### config.mk
export PLATFORM = sky130hd
export DESIGN_NAME = cascaded_tick_timer_bank_unit
export DESIGN_NICKNAME = d
export VERILOG_FILES = /design/src/design/tctb_pkg.sv /design/src/design/tctb_cell.sv /design/src/design/tctb_decr.sv /design/src/design/tctb_prescale.sv /design/src/design/cascaded_tick_timer_bank_unit.sv
export SDC_FILE = /design/constraint.sdc
export NUM_CORES = 1
export LEC_CHECK = 0
export ABC_CLOCK_PERIOD_IN_PS = 7000
export BUFFER_PORTS_ARGS = -buffer_cell sky130_fd_sc_hd__buf_2
export CAP_MARGIN = 20
export CORE_MARGIN = 4
export CORE_UTILIZATION = 36
export DETAILED_ROUTE_END_ITERATION = 10
export GPL_ROUTABILITY_DRIVEN = 0
export PLACE_DENSITY = 0.61
export SLEW_MARGIN = 20
export SYNTH_ARGS = -nofsm -noshare
export SYNTH_HDL_FRONTEND = slang
export SYNTH_HIERARCHICAL = 1
export SYNTH_SLANG_ARGS = --single-unit
export TNS_END_PERCENT = 100
### constraint.sdc
create_clock -name clk -period 7 [get_ports clk]
set_clock_uncertainty 0.1 [all_clocks]
set_input_delay 0.35 -clock clk [delete_from_list [all_inputs] [get_ports clk]]
set_output_delay 0.35 -clock clk [all_outputs]
set_load 0.005 [all_outputs]
### src/design/tctb_pkg.sv
`timescale 1ns / 1ps
`default_nettype none

package tctb_pkg;

    localparam int NUM_TIMERS_DEF = 8;
    localparam logic [3:0] DECADE_LAST = 4'd9;

    localparam logic OP_TICK = 1'b0;
    localparam logic OP_SET  = 1'b1;

    localparam logic [1:0] UNIT_MS  = 2'd0;
    localparam logic [1:0] UNIT_CS  = 2'd1;
    localparam logic [1:0] UNIT_DS  = 2'd2;

    typedef struct packed {
        logic        op;
        logic [2:0]  timer_index;
        logic [15:0] reload_count;
        logic        recurring;
        logic [1:0]  timer_unit;
    } item_t;

    typedef struct packed {
        logic [7:0]  fired_mask;
        logic [2:0]  units_ticked;
        logic [15:0] ms_total;
        logic [15:0] cs_total;
        logic [15:0] ds_total;
        logic [15:0] s_total;
    } result_t;

    typedef struct packed {
        logic [15:0] rld;
        logic [15:0] rem;
        logic        rpt;
        logic [1:0]  usel;
    } timer_t;

    typedef struct packed {
        logic [15:0] ms;
        logic [15:0] cs;
        logic [15:0] ds;
        logic [15:0] s;
    } totals_t;

    typedef enum logic [1:0] {
        ST_IDLE,
        ST_WALK,
        ST_EMIT
    } state_t;

endpackage

`default_nettype wire

### src/design/tctb_cell.sv
`timescale 1ns / 1ps
`default_nettype none

module tctb_cell (
    input  wire logic            clk,
    input  wire logic            rst_n,
    input  wire logic            shift_en,
    input  wire tctb_pkg::timer_t shift_in,
    input  wire logic            wr_en,
    input  wire tctb_pkg::timer_t wr_data,
    output tctb_pkg::timer_t     q
);
    import tctb_pkg::*;

    timer_t slot_reg;
    timer_t slot_next;

    always_comb
    begin
        slot_next = slot_reg;
        if (wr_en)
        begin
            slot_next = wr_data;
        end
        else if (shift_en)
        begin
            slot_next = shift_in;
        end
    end

    always_ff @(posedge clk or negedge rst_n)
    begin
        if (!rst_n)
        begin
            slot_reg <= '0;
        end
        else
        begin
            slot_reg <= slot_next;
        end
    end

    assign q = slot_reg;

endmodule

`default_nettype wire

### src/design/tctb_decr.sv
`timescale 1ns / 1ps
`default_nettype none

module tctb_decr (
    input  wire tctb_pkg::timer_t cur,
    input  wire logic [2:0]      units,
    output tctb_pkg::timer_t     nxt,
    output logic                 fired
);
    import tctb_pkg::*;

    logic        unit_hit;
    logic        hit;
    logic [15:0] dec;

    always_comb
    begin
        case (cur.usel)
            UNIT_MS: unit_hit = units[0];
            UNIT_CS: unit_hit = units[1];
            UNIT_DS: unit_hit = units[2];
            default: unit_hit = 1'b0;
        endcase
        hit   = unit_hit && (cur.rld != 16'd0) && (cur.rem != 16'd0);
        dec   = cur.rem - 16'd1;
        fired = hit && (dec == 16'd0);
        nxt   = cur;
        if (fired && cur.rpt)
        begin
            nxt.rem = cur.rld;
        end
        else if (hit)
        begin
            nxt.rem = dec;
        end
    end

endmodule

`default_nettype wire

### src/design/tctb_prescale.sv
`timescale 1ns / 1ps
`default_nettype none

module tctb_prescale (
    input  wire logic            clk,
    input  wire logic            rst_n,
    input  wire logic            step,
    output logic [2:0]           units,
    output tctb_pkg::totals_t    totals
);
    import tctb_pkg::*;

    logic [3:0] ms_digit_reg, ms_digit_next;
    logic [3:0] cs_digit_reg, cs_digit_next;
    logic [3:0] ds_digit_reg, ds_digit_next;
    totals_t    cnt_reg, cnt_next;

    logic ms_wrap;
    logic cs_wrap;
    logic ds_wrap;

    assign ms_wrap = (ms_digit_reg == DECADE_LAST);
    assign cs_wrap = (cs_digit_reg == DECADE_LAST);
    assign ds_wrap = (ds_digit_reg == DECADE_LAST);
    assign units   = {ms_wrap && cs_wrap, ms_wrap, 1'b1};

    always_comb
    begin
        ms_digit_next = ms_digit_reg;
        cs_digit_next = cs_digit_reg;
        ds_digit_next = ds_digit_reg;
        cnt_next      = cnt_reg;
        if (step)
        begin
            cnt_next.ms   = cnt_reg.ms + 16'd1;
            ms_digit_next = ms_wrap ? 4'd0 : ms_digit_reg + 4'd1;
            if (ms_wrap)
            begin
                cnt_next.cs   = cnt_reg.cs + 16'd1;
                cs_digit_next = cs_wrap ? 4'd0 : cs_digit_reg + 4'd1;
                if (cs_wrap)
                begin
                    cnt_next.ds   = cnt_reg.ds + 16'd1;
                    ds_digit_next = ds_wrap ? 4'd0 : ds_digit_reg + 4'd1;
                    if (ds_wrap)
                    begin
                        cnt_next.s = cnt_reg.s + 16'd1;
                    end
                end
            end
        end
    end

    always_ff @(posedge clk or negedge rst_n)
    begin
        if (!rst_n)
        begin
            ms_digit_reg <= 4'd0;
            cs_digit_reg <= 4'd0;
            ds_digit_reg <= 4'd0;
            cnt_reg      <= '0;
        end
        else
        begin
            ms_digit_reg <= ms_digit_next;
            cs_digit_reg <= cs_digit_next;
            ds_digit_reg <= ds_digit_next;
            cnt_reg      <= cnt_next;
        end
    end

    assign totals = cnt_reg;

endmodule

`default_nettype wire

### src/design/cascaded_tick_timer_bank_unit.sv
`timescale 1ns / 1ps
`default_nettype none

// Channel   Direction  Handshake                   Payload
// item      in         item_valid / item_stall     item_t (tick or set command)
// result    out        result_valid / result_stall result_t (fired bits and totals)
//
// A set command is written at its transfer; ST_EMIT then loads its result.
// A tick rotates the timer ring through the shared decrementer, one timer per cycle,
// and after ST_WALK its result is loaded from ST_EMIT into the output register.
// Reset clears all timers, digits and counts; no clearing pass is needed.
// A new item is taken while the previous result waits in the output register;
// the result stage holds until the output register is free.

module cascaded_tick_timer_bank_unit #(
    parameter int NUM_TIMERS = tctb_pkg::NUM_TIMERS_DEF
) (
    input  wire logic             clk,
    input  wire logic             rst_n,
    input  wire logic             item_valid,
    output logic                  item_stall,
    input  wire tctb_pkg::item_t  item,
    output logic                  result_valid,
    input  wire logic             result_stall,
    output tctb_pkg::result_t     result
);
    import tctb_pkg::*;

    localparam int CNT_W = (NUM_TIMERS > 1) ? $clog2(NUM_TIMERS) : 1;

    state_t state_reg, state_next;

    logic [CNT_W-1:0]      cnt_reg, cnt_next;
    logic [NUM_TIMERS-1:0] mask_reg, mask_next;
    logic [2:0]            units_reg, units_next;
    logic                  tick_reg, tick_next;
    logic                  out_valid_reg, out_valid_next;
    result_t               out_reg;

    logic       accept;
    logic       walk;
    logic       out_free;
    logic       emit_load;
    logic [2:0] pre_units;
    totals_t    totals;
    timer_t     head_nxt;
    logic       head_fired;
    timer_t     wr_data;
    logic [7:0] fired8;

    timer_t cell_q [NUM_TIMERS];

    assign out_free = !out_valid_reg || !result_stall;

    always_comb
    begin
        state_next = state_reg;
        case (state_reg)
            ST_IDLE:
            begin
                if (item_valid)
                begin
                    state_next = (item.op == OP_TICK) ? ST_WALK : ST_EMIT;
                end
            end
            ST_WALK:
            begin
                if (cnt_reg == CNT_W'(NUM_TIMERS - 1))
                begin
                    state_next = ST_EMIT;
                end
            end
            ST_EMIT:
            begin
                if (out_free)
                begin
                    state_next = ST_IDLE;
                end
            end
            default: state_next = ST_IDLE;
        endcase
    end

    always_comb
    begin
        item_stall = (state_reg != ST_IDLE);
        walk       = (state_reg == ST_WALK);
        emit_load  = (state_reg == ST_EMIT) && out_free;
    end

    assign accept = item_valid && !item_stall;

    tctb_prescale u_prescale (
        .clk    (clk),
        .rst_n  (rst_n),
        .step   (accept && (item.op == OP_TICK)),
        .units  (pre_units),
        .totals (totals)
    );

    tctb_decr u_decr (
        .cur   (cell_q[0]),
        .units (units_reg),
        .nxt   (head_nxt),
        .fired (head_fired)
    );

    assign wr_data = '{rld: item.reload_count, rem: item.reload_count,
                       rpt: item.recurring, usel: item.timer_unit};

    genvar j;
    generate
        for (j = 0; j < NUM_TIMERS; j++)
        begin : g_cell
            timer_t sin;
            logic   wen;
            if (j == NUM_TIMERS - 1)
            begin : g_tail
                assign sin = head_nxt;
            end
            else
            begin : g_mid
                assign sin = cell_q[j+1];
            end
            assign wen = accept && (item.op == OP_SET) &&
                         ({4'd0, item.timer_index} == 7'(j));
            tctb_cell u_cell (
                .clk      (clk),
                .rst_n    (rst_n),
                .shift_en (walk),
                .shift_in (sin),
                .wr_en    (wen),
                .wr_data  (wr_data),
                .q        (cell_q[j])
            );
        end
    endgenerate

    generate
        for (j = 0; j < 8; j++)
        begin : g_fired
            if (j < NUM_TIMERS)
            begin : g_bit
                assign fired8[j] = mask_reg[j];
            end
            else
            begin : g_zero
                assign fired8[j] = 1'b0;
            end
        end
    endgenerate

    always_comb
    begin
        cnt_next       = cnt_reg;
        mask_next      = mask_reg;
        units_next     = units_reg;
        tick_next      = tick_reg;
        out_valid_next = out_valid_reg;
        if (accept)
        begin
            cnt_next   = '0;
            mask_next  = '0;
            units_next = pre_units;
            tick_next  = (item.op == OP_TICK);
        end
        else if (walk)
        begin
            cnt_next              = cnt_reg + CNT_W'(1);
            mask_next             = mask_reg >> 1;
            mask_next[NUM_TIMERS-1] = head_fired;
        end
        if (emit_load)
        begin
            out_valid_next = 1'b1;
        end
        else if (out_valid_reg && !result_stall)
        begin
            out_valid_next = 1'b0;
        end
    end

    always_ff @(posedge clk or negedge rst_n)
    begin
        if (!rst_n)
        begin
            state_reg     <= ST_IDLE;
            cnt_reg       <= '0;
            mask_reg      <= '0;
            units_reg     <= '0;
            tick_reg      <= 1'b0;
            out_valid_reg <= 1'b0;
        end
        else
        begin
            state_reg     <= state_next;
            cnt_reg       <= cnt_next;
            mask_reg      <= mask_next;
            units_reg     <= units_next;
            tick_reg      <= tick_next;
            out_valid_reg <= out_valid_next;
        end
    end

    always_ff @(posedge clk)
    begin
        if (emit_load)
        begin
            out_reg.fired_mask   <= tick_reg ? fired8 : 8'd0;
            out_reg.units_ticked <= tick_reg ? units_reg : 3'd0;
            out_reg.ms_total     <= totals.ms;
            out_reg.cs_total     <= totals.cs;
            out_reg.ds_total     <= totals.ds;
            out_reg.s_total      <= totals.s;
        end
    end

    assign result_valid = out_valid_reg;
    assign result       = out_reg;

endmodule

`default_nettype wire
# Word-level counts from Yosys, hierarchy flattened
# Cells that the tools add are included.
# Widths: inputs -> output; s select.
[word_totals] regBits=449 word_cells=155
[classes] add_sub_neg=9 reduce_logical=43 n_mux=33 eq_ne=18 bitwise_logic=1
[op_table] op="$mux 35" n=16
[op_table] op="$add 16x1->16 const B" n=4
[op_table] op="$mux 16" n=2
[op_table] op="$reduce_bool 16->1" n=2
[op_table] op="$reduce_bool 2->1" n=11
[op_table] op="$logic_and 1x1->1" n=18
[op_table] op="$logic_not 16->1" n=1
[op_table] op="$mux 8" n=2
[op_table] op="$sub 16x1->16 const B" n=1
[op_table] op="$eq 3x3->1 const B" n=5
[op_table] op="$add 4x1->4 const B" n=3
[op_table] op="$eq 4x4->1 const B" n=3
[op_table] op="$mux 4" n=3
[op_table] op="$mux 2" n=4
[op_table] op="$eq 3x2->1 const B" n=2
[op_table] op="$mux 3" n=2
[op_table] op="$ne 2x2->1 const B" n=3
[op_table] op="$pmux 2 s3" n=1
[op_table] op="$reduce_and 3->1" n=2
[op_table] op="$eq 2x1->1 const B" n=2
[op_table] op="$eq 2x2->1 const B" n=2
[op_table] op="$logic_not 2->1" n=2
[op_table] op="$reduce_and 4->1" n=1
[op_table] op="$add 3x1->3 const B" n=1
[op_table] op="other kinds (8)" n=11

# Depth between registers and ports, before layout
[logic_depth] depth_word=9 depth_mapped=11 depth_no_buf=10

# Modules after synthesis
# Netlist, hierarchy kept.
[modules_own_cells] module="tctb_cell" area_each_um2=1644.1 instances=8 cells_each=152
[modules_own_cells] module="tctb_prescale" area_each_um2=3488.3 instances=1 cells_each=308
[modules_own_cells] module="cascaded_tick_timer_bank_unit" area_each_um2=3236.9 instances=1 cells_each=173
[modules_own_cells] module="tctb_decr" area_each_um2=1071.0 instances=1 cells_each=147

# Least setup slack after synthesis
# No wires, ideal clock.
[synth_path] kind="flip-flop to flip-flop" startpoint="register state_reg[0]" endpoint="register out_reg, in the netlist result[0], enable pin" required_ns=6.367 slack_ns=1.989 arrival_ns=4.377 stages_incl_launch_ff=4 period_less_slack_ns=5.011 path_cell_list="dfrtp_1 buf_2 or2b_1 a21oi_1"
[synth_between] elab_chain_cells=2
[synth_lines] element="start: declaration" line="cascaded_tick_timer_bank_unit.sv:31" source="state_t state_reg, state_next;"
[synth_lines] element="start signal: assignment" line="cascaded_tick_timer_bank_unit.sv:196" source="state_reg <= state_next;"
[synth_lines] element="$eq 2x2->1" line="cascaded_tick_timer_bank_unit.sv:88" source="emit_load = (state_reg == ST_EMIT) && out_free;"
[synth_lines] element="$logic_and 1x1->1" line="cascaded_tick_timer_bank_unit.sv:88"
[synth_lines] element="net emit_load" line="cascaded_tick_timer_bank_unit.sv:43" source="logic emit_load;"
[synth_lines] element="end: declaration" line="cascaded_tick_timer_bank_unit.sv:38" source="result_t out_reg;"
# The timed path passes the listed nets, and every way through them passes these cells.
# A chain may end at the register's enable or synchronous reset.

# Final worst setup path
[layout_path] startpoint="register state_reg[0]" endpoint="register u_prescale.cnt_reg, in the netlist u_prescale/totals[1]"
[layout_between] elab_chain_cells=5
[layout_lines] element="$reduce_bool 2->1" line="cascaded_tick_timer_bank_unit.sv:86" source="item_stall = (state_reg != ST_IDLE);"
[layout_lines] element="$logic_not 1->1" line="cascaded_tick_timer_bank_unit.sv:91" source="assign accept = item_valid && !item_stall;"
[layout_lines] element="$logic_and 1x1->1" line="cascaded_tick_timer_bank_unit.sv:91"
[layout_lines] element="$logic_and 1x1->1" line="cascaded_tick_timer_bank_unit.sv:96" source=".step (accept && (item.op == OP_TICK)),"
[layout_lines] element="$reduce_and 4->1 (no line)"
[layout_lines] element="end signal: assignment" line="tctb_prescale.sv:68" source="cnt_reg <= cnt_next;"
[layout_lines] element="end: declaration" line="tctb_prescale.sv:16" source="totals_t cnt_reg, cnt_next;"
# Every way passes these cells.

==> flow_summary.yaml <==
run_status:
  status: "finished clean"
pwr:
  total_switching_power_w: 0.003080
  pwr-share-comb: 0.280
  seqPwrFrac: 0.435
  power_switching_share: 0.3155
  power_w: 0.009761
  p_clk_frac: 0.284
  vdd_drop_max_mv: 0.4813
  leakage_nw: 9.386
  cell_internal_pwr_w: 0.006681
  power.density_cell_area_mw_per_mm2: 418.6
logic_synthesis:
  synthFlopType: "sky130_fd_sc_hd__dfrtp_1"
  postSynthAreaPerCell_sq_um: 11.36
  asyncSetResetFlopFracSynth: 0.8330
  syn_nets: 1880
  yosysWarningCount: 6
  mapped_area_sq_mm: 0.02095
  synthesis.instances: 1844
  netlist.area_leader.share: 0.4468
  netlist-cell-type-count: 66
  synth_register_bits: 449
  seq_area_frac_synth: 0.5543
  synth_enable_flop_cells: 75
  synth_top_cell_by_area: "sky130_fd_sc_hd__dfrtp_1"
  netlist_top_cells_area: "sky130_fd_sc_hd__dfrtp_1, sky130_fd_sc_hd__mux2i_1, sky130_fd_sc_hd__edfxtp_1"
critical_path:
  cp.required_ns: 7.36
  crit_path_end_kind: "flop"
  path_max_fanout: 19
  path_cells: "or3b_1, nor2_1, nand2_1, or4_1, mux2_4"
  reg2reg_depth: 5
  cp-start-kind: "flop"
  worst-path-stages: 5
  cp_slowest_cell: "sky130_fd_sc_hd__or4_1"
  max_stage_delay_ns: 0.78
  crit_family: "simple AND/OR/NAND/NOR gates"
  timing_worst_setup_path_type: "flop to flop"
  critPathArrivalTime_ns: 4.05
  worst-path-buf-inv: 0
timing:
  setup_viol: 0
  timing_worst_slew_pin_value_ns: 1.028
  drv_slew: 0
  finalHoldViolations: 0
  setup_slack_ns: 3.314
  fin_tns_setup_ns: 0
  timing.max_slew.rel_slack: 0.3145
  final.min_clock_period_ns: 3.686
  final.period_utilization: 0.5266
  rsz0062_at_grt: "false"
  fmaxAchievable_mhz: 271.3
grt:
  overflow: 0
  antenna_found_initial: 5
  first_pass_grt_wire_length_um: 72060
  overall_fraction_of_global_route_tracks_in_use: 0.1383
  first_global_vias: 13190
  pin_count_of_the_biggest_net_entering_global_routing: 155
clocking:
  cts_root_buf: "sky130_fd_sc_hd__clkbuf_16"
  clk_path_buf_depth: 3
  cts_repair_resize_count: 0
  cts.sink_count: 449
  clk-insertion-delay-late_ns: 0.58
  cts_hold_buffers: 6
  htree_levels: 2
  cts.clk_slew.worst_paths_ns: 0.06
  post-cts-setup-buffer-count: 0
  clock_tree_from_tritoncts: "yes"
  numCtsBuffers: 48
layout:
  nNetsFinal: 1918
  layout_cell_share_with_drive_strength_beyond_1: 0.1332
  layout.cells.most_common: "sky130_fd_sc_hd__dfrtp_1"
  top_library_cells_by_usage_in_the_layout_fill_and_taps_aside: "sky130_fd_sc_hd__dfrtp_1, sky130_fd_sc_hd__nand2_1, sky130_fd_sc_hd__mux2i_1"
  fillCellCount: 5515
  area_growth_syn_to_layout_pct: 11.29
  largest_register_ff_count: 280
  layout.core_utilization: 0.4041
detailed_routing:
  detailed_route_vias_per_instance: 4.925
  detail_route.first_pass.iterations: 6
  via_count: 13210
  detail_route.drc_violations: 0
  routed_wire_length_per_instance_um: 16.16
  ant_nets: 0
  detail_route.iter0.violations: 791
  drt_wl_total_um: 43340
min_path:
  hp-class: "input port to flop"
  min_path_cells: 3
floorplan:
  fp.dieArea_sq_mm: 0.06212
  ios: 104
  rows: 88
  dieHeight_um: 249.2
  initial_core_util: 0.3631
  placeableCoreArea_sq_mm: 0.05770
  dieWidth_um: 249.2
placement:
  port-buffer-count: 103
  dp_hpwl_um: 25610
  preCtsSetupSlack_ns: 3.317
job:
  cap_viol_max_count: 0
-- worst register-to-register path: cells and delay by family, from the launching register on --
family	cells	cell delay (ns)
mux	1	0.34
flops	1	0.56
simple gates	4	2.57
-- final timing paths --
check                                 startpoint                      to  slack (ns)
hold reg to reg            u_prescale/totals[47]   u_prescale/totals[47]        0.37
max in group asynchronous                  rst_n   u_prescale/totals[33]        5.16
setup / recovery                    state_reg[0]    u_prescale/totals[1]        3.31
hold / removal                          item[14]  g_cell[2].u_cell/q[30]        0.06
setup reg to reg                    state_reg[0]    u_prescale/totals[1]        3.31
min in group asynchronous                  rst_n   u_prescale/totals[61]        0.26
-- final cells by class --
type                       count  area (sq um)  area share
sequential                   449         11610      0.4980
multi-input combinational   1228          8164      0.3502
clock buffer                  62          1356     0.05817
tap                          765         957.2     0.04105
timing repair buffer         123         715.7     0.03070
clock inverter                21         377.9     0.01621
inverter                      32         127.6    0.005474
antenna                        2         5.005   0.0002147
-- per-stage QoR --
stage          hold slack [ns]  cells  cell area [sq um]
5_1_grt                0.04565   2682              23310
6_report               0.05781   2682              23310
3_3_place_gp            0.2607   2591              21520
2_1_floorplan         -0.04559   1844              20950
4_1_cts                0.01809   2680              23310
3_5_place_dp            0.2600   2591              21520
-- synthesized netlist by cell type (all sizes together), types with 7 or more instances --
cell type  number
dfrtp         374
nand2         317
o21ai         302
mux2i         283
buf            81
edfxtp         75
xnor2          69
clkbuf         54
inv            31
nor2           30
nand3          29
nand4          22
nor3           21
and3           17
nor4           16
xor2           16
mux2           10
and2            9
ha              9
nand3b          8
o31ai           8
and4            7
nor3b           7
-- power groups by stage --
| stage | clock network [W] | logic (W) | registers, W |
|---|---|---|---|
| final | 0.00277 | 0.00274 | 0.00425 |
| after global routing | 0.00297 | 0.00307 | 0.00438 |
| after CTS | 0.00286 | 0.00276 | 0.00426 |
| after detailed placement | 0 | 0.00276 | 0.00430 |
| after global placement | 0 | 0.00266 | 0.00427 |
| after floorplan | 0 | 0.00271 | 0.00407 |
-- layer usage --
metal	routed length [um]	GRT usage	part of all wire
met5	12	0	0.00028
met4	886	0.04096	0.020
met3	1955	0.02474	0.045
met2	20730	0.2308	0.48
met1	19760	0.1854	0.46
-- cells by family (layout without fill, tap and decap cells) --
logic type | count (synthesis) | count (layout) | share of synthesized area
AO/OA/AOI/OAI | 324 | 324 | 0.08362
XOR/XNOR | 85 | 85 | 0.03554
adder cells (fa/ha/maj) | 9 | 9 | 0.005375
buffers and inverters | 167 | 238 | 0.05859
flip-flops | 449 | 449 | 0.5543
multiplexers | 293 | 293 | 0.1415
other | 1 | 3 | 0.0001790
AND/OR/NAND/NOR | 516 | 516 | 0.1209
No activity file was read; power rests on OpenSTA's default activity.
